File: src/joystick_axis_conditioner_top_macros.svh
// ----------------------------------------------------------------------------
// joystick axis conditioner assertion macros
// clocked assertion helpers, compiled out when NO_ASSERTIONS is defined
// ----------------------------------------------------------------------------
`ifndef JOYSTICK_AXIS_CONDITIONER_TOP_MACROS_SVH
`define JOYSTICK_AXIS_CONDITIONER_TOP_MACROS_SVH

`ifndef NO_ASSERTIONS

// checked at every edge outside reset
`define JAC_ASSERT(label, prop, msg) \
    label: assert property (@(posedge i_clk) disable iff (!i_rst_n) prop) else $error(msg);

// checked at every edge, reset included
`define JAC_ASSERT_ALWAYS(label, prop, msg) \
    label: assert property (@(posedge i_clk) prop) else $error(msg);

`else

`define JAC_ASSERT(label, prop, msg)
`define JAC_ASSERT_ALWAYS(label, prop, msg)

`endif

`endif

File: src/jac_pkg.sv
// ----------------------------------------------------------------------------
// jac_pkg
// shared types and constants of the joystick axis conditioner
// ----------------------------------------------------------------------------
package jac_pkg;

    localparam int SAMPLE_W    = 12;
    localparam int OUT_W       = 16;
    localparam int CONFIRM_W   = 8;
    localparam int CFG_IDX_W   = 3;
    localparam int SQ_W        = 2 * SAMPLE_W;
    localparam int MAG_W       = 15;
    localparam int NUM_W       = SQ_W + MAG_W + 1;

    // window length and its position counter
    localparam int WIN_LEN     = 10;
    localparam int WIN_POS_W   = $clog2(WIN_LEN + 1);

    // plausible calibrated center band
    localparam logic [SAMPLE_W-1:0] CENTER_LOW  = 12'd1024;
    localparam logic [SAMPLE_W-1:0] CENTER_HIGH = 12'd3072;

    // full scale in q1.15
    localparam logic [MAG_W-1:0] Q_ONE = 15'h7FFF;

    // one quotient bit per divider step
    localparam int DIV_STEPS   = MAG_W;
    localparam int DIV_CNT_W   = $clog2(DIV_STEPS);

    localparam logic [CONFIRM_W-1:0] STREAK_MAX = '1;

    typedef enum logic [CFG_IDX_W-1:0] {
        CFG_HOME_X        = 3'd0,
        CFG_HOME_Y        = 3'd1,
        CFG_DEAD_BAND     = 3'd2,
        CFG_MID_LOW       = 3'd3,
        CFG_MID_HIGH      = 3'd4,
        CFG_MOVE_RANGE    = 3'd5,
        CFG_REST_BAND     = 3'd6,
        CFG_CONFIRM_COUNT = 3'd7
    } t_cfg_idx;

    // controller to datapath commands
    typedef struct packed {
        logic load;
        logic eval;
        logic sq_d;
        logic sq_c;
        logic num;
        logic div_step;
        logic out_load;
    } t_jac_cmd;

endpackage

File: src/jac_ctrl.sv
// ----------------------------------------------------------------------------
// jac_ctrl
// sequencer: accept, evaluate, square, divide, hand off to the output register
// ----------------------------------------------------------------------------
`include "joystick_axis_conditioner_top_macros.svh"

module jac_ctrl
    import jac_pkg::*;
(
    input  logic     i_clk,
    input  logic     i_rst_n,
    input  logic     i_in_valid,
    output logic     o_in_ready,
    output logic     o_out_valid,
    input  logic     i_out_ready,
    output t_jac_cmd o_cmd
);

    typedef enum logic [2:0] {
        S_IDLE,
        S_EVAL,
        S_SQD,
        S_SQC,
        S_NUM,
        S_DIV,
        S_FIN
    } t_state;

    t_state                 r_state, n_state;
    logic [DIV_CNT_W-1:0]   r_cnt, n_cnt;
    logic                   r_out_valid, n_out_valid;
    t_jac_cmd               cmd;

    always_comb begin
        cmd          = '0;
        cmd.load     = (r_state == S_IDLE) && i_in_valid;
        cmd.eval     = (r_state == S_EVAL);
        cmd.sq_d     = (r_state == S_SQD);
        cmd.sq_c     = (r_state == S_SQC);
        cmd.num      = (r_state == S_NUM);
        cmd.div_step = (r_state == S_DIV);
        cmd.out_load = (r_state == S_FIN) && (!r_out_valid || i_out_ready);
    end

    always_comb begin
        n_state     = r_state;
        n_cnt       = r_cnt;
        n_out_valid = r_out_valid;
        if (r_out_valid && i_out_ready) begin
            n_out_valid = 1'b0;
        end
        case (r_state)
            S_IDLE: begin
                if (cmd.load) begin
                    n_state = S_EVAL;
                end
            end
            S_EVAL: n_state = S_SQD;
            S_SQD:  n_state = S_SQC;
            S_SQC:  n_state = S_NUM;
            S_NUM: begin
                n_state = S_DIV;
                n_cnt   = '0;
            end
            S_DIV: begin
                if (r_cnt == DIV_CNT_W'(DIV_STEPS - 1)) begin
                    n_state = S_FIN;
                end else begin
                    n_cnt = r_cnt + 1'b1;
                end
            end
            S_FIN: begin
                if (cmd.out_load) begin
                    n_state     = S_IDLE;
                    n_out_valid = 1'b1;
                end
            end
            default: n_state = S_IDLE;
        endcase
    end

    always_ff @(posedge i_clk) begin
        if (!i_rst_n) begin
            r_state     <= S_IDLE;
            r_cnt       <= '0;
            r_out_valid <= 1'b0;
        end else begin
            r_state     <= n_state;
            r_cnt       <= n_cnt;
            r_out_valid <= n_out_valid;
        end
    end

    assign o_in_ready  = (r_state == S_IDLE);
    assign o_out_valid = r_out_valid;
    assign o_cmd       = cmd;

    `JAC_ASSERT(a_no_overwrite, (r_out_valid && !i_out_ready) |-> !cmd.out_load, "result overwritten")
    `JAC_ASSERT(a_load_to_eval, cmd.load |=> (r_state == S_EVAL), "accepted item not evaluated")
    `JAC_ASSERT(a_div_len, (r_state == S_DIV && r_cnt == DIV_CNT_W'(DIV_STEPS - 1)) |=> (r_state == S_FIN), "divider length wrong")
    `JAC_ASSERT(a_valid_src, $rose(r_out_valid) |-> $past(cmd.out_load), "result shown without load")

endmodule

File: src/jac_dp.sv
// ----------------------------------------------------------------------------
// jac_dp
// config registers, window tracking, connect check and per-axis shaping lanes
// ----------------------------------------------------------------------------
module jac_dp
    import jac_pkg::*;
(
    input  logic                        i_clk,
    input  logic                        i_rst_n,
    input  t_jac_cmd                    i_cmd,
    input  logic                        i_cfg_we,
    input  logic [CFG_IDX_W-1:0]        i_cfg_idx,
    input  logic [SAMPLE_W-1:0]         i_cfg_data,
    input  logic [SAMPLE_W-1:0]         i_x_sample,
    input  logic [SAMPLE_W-1:0]         i_y_sample,
    output logic signed [OUT_W-1:0]     o_x_out,
    output logic signed [OUT_W-1:0]     o_y_out,
    output logic                        o_connected
);

    // configuration
    logic [SAMPLE_W-1:0]  r_center [2];
    logic [SAMPLE_W-1:0]  r_dead_band, r_mid_low, r_mid_high, r_move_range, r_rest_band;
    logic [CONFIRM_W-1:0] r_confirm;

    // window and streak state
    logic [SAMPLE_W-1:0]  r_wmin [2];
    logic [SAMPLE_W-1:0]  r_wmax [2];
    logic [WIN_POS_W-1:0] r_win_pos;
    logic [CONFIRM_W-1:0] r_streak, n_streak;
    logic                 r_conn, n_conn;

    // lanes
    logic [SAMPLE_W-1:0]  r_raw [2];
    logic [SAMPLE_W-1:0]  r_c [2];
    logic [SAMPLE_W-1:0]  r_d [2];
    logic                 r_neg [2];
    logic                 r_zero [2];
    logic                 r_sat [2];
    logic [SQ_W-1:0]      r_dd [2];
    logic [SQ_W-1:0]      r_cc [2];
    logic [SQ_W-1:0]      r_rem [2];
    logic [MAG_W-1:0]     r_lo [2];
    logic [MAG_W-1:0]     r_q [2];

    logic [SAMPLE_W-1:0]  w_in [2];
    logic [SAMPLE_W-1:0]  w_ceff [2];
    logic                 w_neg [2];
    logic [SAMPLE_W-1:0]  w_d [2];
    logic [SAMPLE_W-1:0]  w_mul_op [2];
    logic [SQ_W-1:0]      w_prod [2];
    logic [NUM_W-1:0]     w_num [2];
    logic [SQ_W:0]        w_trial [2];
    logic [SQ_W:0]        w_diff [2];
    logic                 w_ge [2];
    logic [MAG_W-1:0]     w_mag [2];
    logic [OUT_W-1:0]     w_res [2];

    logic                 mid_ok, moved, ctr_ok, rest_ok, pass;

    assign w_in[0] = i_x_sample;
    assign w_in[1] = i_y_sample;

    always_comb begin
        for (int l = 0; l < 2; l++) begin
            w_ceff[l]   = (r_center[l] == '0) ? SAMPLE_W'(1) : r_center[l];
            w_neg[l]    = r_raw[l] < w_ceff[l];
            w_d[l]      = w_neg[l] ? (w_ceff[l] - r_raw[l]) : (r_raw[l] - w_ceff[l]);
            w_mul_op[l] = i_cmd.sq_c ? r_c[l] : r_d[l];
            w_prod[l]   = w_mul_op[l] * w_mul_op[l];
            // 32767*dd + cc/2
            w_num[l]    = {1'b0, r_dd[l], {MAG_W{1'b0}}} - {{(MAG_W+1){1'b0}}, r_dd[l]}
                        + {{(MAG_W+2){1'b0}}, r_cc[l][SQ_W-1:1]};
            w_trial[l]  = {r_rem[l], r_lo[l][MAG_W-1]};
            w_ge[l]     = w_trial[l] >= {1'b0, r_cc[l]};
            w_diff[l]   = w_trial[l] - {1'b0, r_cc[l]};
            w_mag[l]    = r_zero[l] ? '0 : (r_sat[l] ? Q_ONE : r_q[l]);
            w_res[l]    = r_neg[l] ? (OUT_W'(0) - {1'b0, w_mag[l]}) : {1'b0, w_mag[l]};
        end
    end

    // connect check on the updated window
    always_comb begin
        mid_ok = ((r_raw[0] >= r_mid_low) && (r_raw[0] <= r_mid_high))
              || ((r_raw[1] >= r_mid_low) && (r_raw[1] <= r_mid_high));
        moved  = ((r_wmax[0] - r_wmin[0]) > r_move_range)
              || ((r_wmax[1] - r_wmin[1]) > r_move_range);
        ctr_ok = (w_ceff[0] >= CENTER_LOW) && (w_ceff[0] <= CENTER_HIGH)
              && (w_ceff[1] >= CENTER_LOW) && (w_ceff[1] <= CENTER_HIGH);
        rest_ok = (w_d[0] <= r_rest_band) || (w_d[1] <= r_rest_band);
        pass   = mid_ok || moved || (ctr_ok && rest_ok);
        if (pass) begin
            n_streak = '0;
        end else if (r_streak == STREAK_MAX) begin
            n_streak = r_streak;
        end else begin
            n_streak = r_streak + 1'b1;
        end
        n_conn = pass || (n_streak < r_confirm);
    end

    // configuration writes
    always_ff @(posedge i_clk) begin
        if (!i_rst_n) begin
            r_center[0]  <= 12'd2048;
            r_center[1]  <= 12'd2048;
            r_dead_band  <= 12'd100;
            r_mid_low    <= 12'd1024;
            r_mid_high   <= 12'd3072;
            r_move_range <= 12'd200;
            r_rest_band  <= 12'd300;
            r_confirm    <= 8'd5;
        end else if (i_cfg_we) begin
            case (t_cfg_idx'(i_cfg_idx))
                CFG_HOME_X:        r_center[0]  <= i_cfg_data;
                CFG_HOME_Y:        r_center[1]  <= i_cfg_data;
                CFG_DEAD_BAND:     r_dead_band  <= i_cfg_data;
                CFG_MID_LOW:       r_mid_low    <= i_cfg_data;
                CFG_MID_HIGH:      r_mid_high   <= i_cfg_data;
                CFG_MOVE_RANGE:    r_move_range <= i_cfg_data;
                CFG_REST_BAND:     r_rest_band  <= i_cfg_data;
                CFG_CONFIRM_COUNT: r_confirm    <= i_cfg_data[CONFIRM_W-1:0];
                default: ;
            endcase
        end
    end

    // window and streak
    always_ff @(posedge i_clk) begin
        if (!i_rst_n) begin
            for (int l = 0; l < 2; l++) begin
                r_wmin[l] <= '0;
                r_wmax[l] <= '0;
            end
            r_win_pos <= '0;
            r_streak  <= '0;
        end else begin
            if (i_cmd.load) begin
                for (int l = 0; l < 2; l++) begin
                    if (r_win_pos == '0) begin
                        r_wmin[l] <= w_in[l];
                        r_wmax[l] <= w_in[l];
                    end else begin
                        if (w_in[l] < r_wmin[l]) r_wmin[l] <= w_in[l];
                        if (w_in[l] > r_wmax[l]) r_wmax[l] <= w_in[l];
                    end
                end
                if (r_win_pos == WIN_POS_W'(WIN_LEN - 1)) begin
                    r_win_pos <= '0;
                end else begin
                    r_win_pos <= r_win_pos + 1'b1;
                end
            end
            if (i_cmd.eval) begin
                r_streak <= n_streak;
            end
        end
    end

    // shaping lanes and output payload
    always_ff @(posedge i_clk) begin
        for (int l = 0; l < 2; l++) begin
            if (i_cmd.load) begin
                r_raw[l] <= w_in[l];
            end
            if (i_cmd.eval) begin
                r_c[l]    <= w_ceff[l];
                r_d[l]    <= w_d[l];
                r_neg[l]  <= w_neg[l];
                r_zero[l] <= w_d[l] < r_dead_band;
                r_sat[l]  <= w_d[l] >= w_ceff[l];
            end
            if (i_cmd.sq_d) begin
                r_dd[l] <= w_prod[l];
            end
            if (i_cmd.sq_c) begin
                r_cc[l] <= w_prod[l];
            end
            if (i_cmd.num) begin
                r_rem[l] <= w_num[l][NUM_W-2:MAG_W];
                r_lo[l]  <= w_num[l][MAG_W-1:0];
                r_q[l]   <= '0;
            end
            if (i_cmd.div_step) begin
                r_rem[l] <= w_ge[l] ? w_diff[l][SQ_W-1:0] : w_trial[l][SQ_W-1:0];
                r_lo[l]  <= {r_lo[l][MAG_W-2:0], 1'b0};
                r_q[l]   <= {r_q[l][MAG_W-2:0], w_ge[l]};
            end
        end
        if (i_cmd.eval) begin
            r_conn <= n_conn;
        end
        if (i_cmd.out_load) begin
            o_x_out     <= w_res[0];
            o_y_out     <= w_res[1];
            o_connected <= r_conn;
        end
    end

endmodule

File: src/joystick_axis_conditioner_top.sv
// ----------------------------------------------------------------------------
// joystick_axis_conditioner_top
// dead zone, normalize and square curve per axis, plus a connected flag
// ----------------------------------------------------------------------------
//
//  channel  | handshake               | payload
//  ---------+-------------------------+-----------------------------------
//  input    | i_in_valid / o_in_ready | i_x_sample, i_y_sample
//  output   | o_out_valid/i_out_ready | o_x_out, o_y_out, o_connected
//  config   | i_cfg_we                | i_cfg_idx, i_cfg_data
//
//  one transaction in gives one out; the steps from accept to result valid are:
//  evaluate, two squaring steps, numerator, 15 divider steps and the load
//  the next transaction is taken in the cycle after the output register
//  loads, so an item is not taken in before the last one is through
//  a stalled output holds its result; the sequencer waits before the load
//  reset is synchronous, active low; config returns to its documented values
//
// ----------------------------------------------------------------------------
module joystick_axis_conditioner_top
    import jac_pkg::*;
(
    input  logic                        i_clk,
    input  logic                        i_rst_n,
    // input transactions
    input  logic                        i_in_valid,
    output logic                        o_in_ready,
    input  logic [SAMPLE_W-1:0]         i_x_sample,
    input  logic [SAMPLE_W-1:0]         i_y_sample,
    // result transactions
    output logic                        o_out_valid,
    input  logic                        i_out_ready,
    output logic signed [OUT_W-1:0]     o_x_out,
    output logic signed [OUT_W-1:0]     o_y_out,
    output logic                        o_connected,
    // register writes
    input  logic                        i_cfg_we,
    input  logic [CFG_IDX_W-1:0]        i_cfg_idx,
    input  logic [SAMPLE_W-1:0]         i_cfg_data
);

    // command bundle from the sequencer to the datapath
    t_jac_cmd cmd;

    // sequencer: owns handshakes, step counter and the result valid flag
    jac_ctrl u_ctrl (
        .i_clk       (i_clk),
        .i_rst_n     (i_rst_n),
        .i_in_valid  (i_in_valid),
        .o_in_ready  (o_in_ready),
        .o_out_valid (o_out_valid),
        .i_out_ready (i_out_ready),
        .o_cmd       (cmd)
    );

    // datapath: registers, window, connect check, two shaping lanes
    jac_dp u_dp (
        .i_clk       (i_clk),
        .i_rst_n     (i_rst_n),
        .i_cmd       (cmd),
        .i_cfg_we    (i_cfg_we),
        .i_cfg_idx   (i_cfg_idx),
        .i_cfg_data  (i_cfg_data),
        .i_x_sample  (i_x_sample),
        .i_y_sample  (i_y_sample),
        .o_x_out     (o_x_out),
        .o_y_out     (o_y_out),
        .o_connected (o_connected)
    );

endmodule
File: config.mk
export PLATFORM = sky130hd
export DESIGN_NAME = joystick_axis_conditioner_top
export DESIGN_NICKNAME = d
export VERILOG_FILES = /design/src/jac_pkg.sv /design/src/jac_ctrl.sv /design/src/jac_dp.sv /design/src/joystick_axis_conditioner_top.sv
export VERILOG_INCLUDE_DIRS = /design/src /design/src/src
export SDC_FILE = /design/constraint.sdc
export NUM_CORES = 2
export LEC_CHECK = 0
export BUFFER_PORTS_ARGS = -buffer_cell sky130_fd_sc_hd__buf_2
export CORE_UTILIZATION = 60
export DETAILED_ROUTE_END_ITERATION = 8
export PLACE_DENSITY = 0.76
export SKIP_CTS_REPAIR_TIMING = 1
export SLEW_MARGIN = 20
export SYNTH_ARGS = -nofsm -noshare
export SYNTH_HDL_FRONTEND = slang
export SYNTH_SLANG_ARGS = --single-unit
File: constraint.sdc
create_clock -name i_clk -period 21.8 [get_ports i_clk]
set_clock_uncertainty 0.2 [all_clocks]
set_input_delay 4.36 -clock i_clk [delete_from_list [all_inputs] [get_ports i_clk]]
set_output_delay 4.36 -clock i_clk [all_outputs]
set_load 0.01 [all_outputs]
==> flow_summary.yaml <==
layout:
  drive_above_1_share: 0.0614
  nets: 4991
  layout_common_cells: "inv_1, ha_1, edfxtp_1"
  layout_commonest_cell: "inv_1"
  area_growth_pct: 7.01
  nFillCells: 5260
synth:
  netlist_instances: 4219
  synth_top_area_cell: "edfxtp_1"
  synth_top_area_share: 0.288
  synth_warnings: 0
  synth_area_mm2: 0.0399
  ys_ff_latch: 472
  synth.distinct_cells: 88
  ys.flop_type: "edfxtp_1"
  synth_nets: 4971
  ys_seq_area_frac: 0.333
  syn_avg_cell_area_um2: 9.46
  postSynth.asyncResetShare: 0
  synth_edf_count: 383
  synth_area_leaders: "edfxtp_1, ha_1, fa_1"
timing:
  setup_viol: 0
  maxSlewViolCount: 0
  tns_ns: 0
  hold_violations: 0
  relSlewSlack: 0.220
  period_minus_slack_ns: 8.37
  fmax_mhz: 120
  worst_pin_slew_ns: 1.17
  rsz0062_at_grt: "no"
  final.period_utilization: 0.384
place:
  routabilityCongestion: 0.958
  port_buffers: 78
  dpl.hpwl_um: 72200
grt:
  antenna_found_initial: 3
  grt_usage: 0.278
  grt_max_degree: 83
  grt-ovfl-total: 0
  grt_pass1_vias: 29100
  grt_pass1_wl_um: 150000
route:
  vias_per_cell: 5.81
  drtIter0Drc: 2077
  antenna_left: 0
  drc: 0
  drt_pass1_iterations: 6
  vias: 29900
  wl_per_cell_um: 18.2
  routed_wl_um: 93400
clock_network:
  cts.sinks: 472
  cts_tree: "yes"
  insertion_delay_ns: 0.63
  cts_made_buffers: 51
  h-tree-depth: 2
  cts_max_path_buffers: 3
  clkSlewWorstSetupHoldPaths_ns: 0.06
  clk_root_buffer_cell: "clkbuf_16"
critical_path:
  path_class: "register to register"
  rr_endpoint: "u_dp.r_cc[0][21]"
  cp.arrival_ns: 8.53
  critPathLaunchType: "register"
  crit_fanout: 55
  regToRegSetupSlack_ns: 13.43
  r2r-start: "u_ctrl.r_state[0]"
  end_kind: "register"
  cp.required_ns: 21.97
  reg2reg_depth: 23
floorplan:
  rows: 94
  initial_core_util: 0.607
  core_area_mm2: 0.0657
  io_pins: 79
  fp.dieH_um: 260
  die_w_um: 260
  die_area_mm2: 0.0676
worst_hold_path:
  whs_endpoint: "u_dp.r_lo[1][0]"
  whs_path_depth: 2
  hp-start: "u_dp.r_lo[1][0]"
  hp-class: "register to register"
flow_run:
  drv_cap: 0
status:
  outcome: "finished, final reports clean"
metal layers:
metal / routed length (um) / share of wire / GRT usage / vias to the layer above
li1: - / - / - / 14700
met1: 40100 / 0.43 / 0.357 / 14300
met2: 45100 / 0.48 / 0.480 / 728
met3: 4810 / 0.052 / 0.0355 / 178
met4: 3410 / 0.036 / 0.0992 / 6
met5: 30 / 0.00032 / 0 / -
critical path, stage by stage, from the launching register on:
cell,delay [ns]
dfxtp_2,0.96
nand2_1,0.14
or2_2,0.64
inv_2,0.11
buf_4,0.56
nand2_1,0.11
nand2_1,0.16
clkinv_1,0.29
fa_1,0.64
fa_1,0.45
fa_1,0.49
inv_1,0.05
fa_1,0.50
fa_1,0.49
ha_1,0.26
or3_1,0.31
or3_1,0.36
a221oi_2,0.39
o21ai_2,0.13
o211a_1,0.25
o21a_1,0.18
o21ai_1,0.15
nor2b_1,0.18
xnor2_1,0.09
layout make-up:
| cell class | count | area [um^2] | share of cell area |
|---|---|---|---|
| inverters | 539 | 2030 | 0.0474 |
| flip-flops and latches | 472 | 13300 | 0.311 |
| clock buffers | 70 | 1390 | 0.0325 |
| repair buffers | 107 | 608 | 0.0142 |
| clock inverters | 25 | 229 | 0.00536 |
| well taps | 864 | 1080 | 0.0253 |
| diodes | 1 | 2.50 | 0.0000586 |
| multi-input cells | 3068 | 24100 | 0.564 |
worst max path at each step:
stage	startpoint	to	depth (start not counted)
2_1_floorplan	u_ctrl.r_state[1]	u_dp.r_cc[0][21]	25
3_3_place_gp	u_ctrl.r_state[0]	u_dp.r_cc[0][21]	26
3_5_place_dp	u_ctrl.r_state[0]	u_dp.r_cc[0][21]	23
4_1_cts	u_ctrl.r_state[0]	u_dp.r_cc[0][21]	26
5_1_grt	u_ctrl.r_state[0]	u_dp.r_cc[0][21]	26
6_report	u_ctrl.r_state[0]	u_dp.r_cc[0][21]	23
synth_stat cells (all sizes together) (73+ instances only):
library cell / count
a21o: 113
a21oi: 306
clkbuf: 112
dfxtp: 89
edfxtp: 383
fa: 178
ha: 530
inv: 537
nand2: 358
nor2: 367
nor3: 73
o21ai: 204
xnor2: 140
metrics by stage:
stage          hold WS [ns]  cell area [um^2]  setup WS, ns  utilization  std cells
2_1_floorplan         0.200             39900         13.99            -       4219
3_3_place_gp          0.235             41100         13.54        0.625       5050
3_5_place_dp          0.246             41100         13.44        0.625       5050
4_1_cts               0.255             42700         13.42        0.649       5145
5_1_grt               0.274             42700         12.83        0.650       5145
6_report              0.253             42700         13.43        0.650       5146
sequential cells by signal, indices dropped and copies added, names as in the netlist, 12 cells and up:
register,cells
u_dp.o_x_out,16
u_dp.o_y_out,16
u_dp.r_c,24
u_dp.r_cc,46
u_dp.r_center,24
u_dp.r_d,24
u_dp.r_dd,46
u_dp.r_dead_band,12
u_dp.r_lo,30
u_dp.r_mid_high,12
u_dp.r_mid_low,12
u_dp.r_move_range,12
u_dp.r_q,30
u_dp.r_raw,24
u_dp.r_rem,48
u_dp.r_rest_band,12
u_dp.r_wmax,24
u_dp.r_wmin,24
cell families (layout without fill, tap and decap cells):
family	Yosys count	after routing	share of synthesized area
simple gates	1167	1167	0.135
fa+ha+maj	708	708	0.255
compound gates	919	919	0.149
buf+inv	679	741	0.0648
mux	69	69	0.0178
other cells	0	1	0
xor+xnor	205	205	0.0450
flops	472	472	0.333
Power is left out: the tool's default activity adds up to more than one toggle a clock period on the data nets, which glitch-free logic cannot reach.
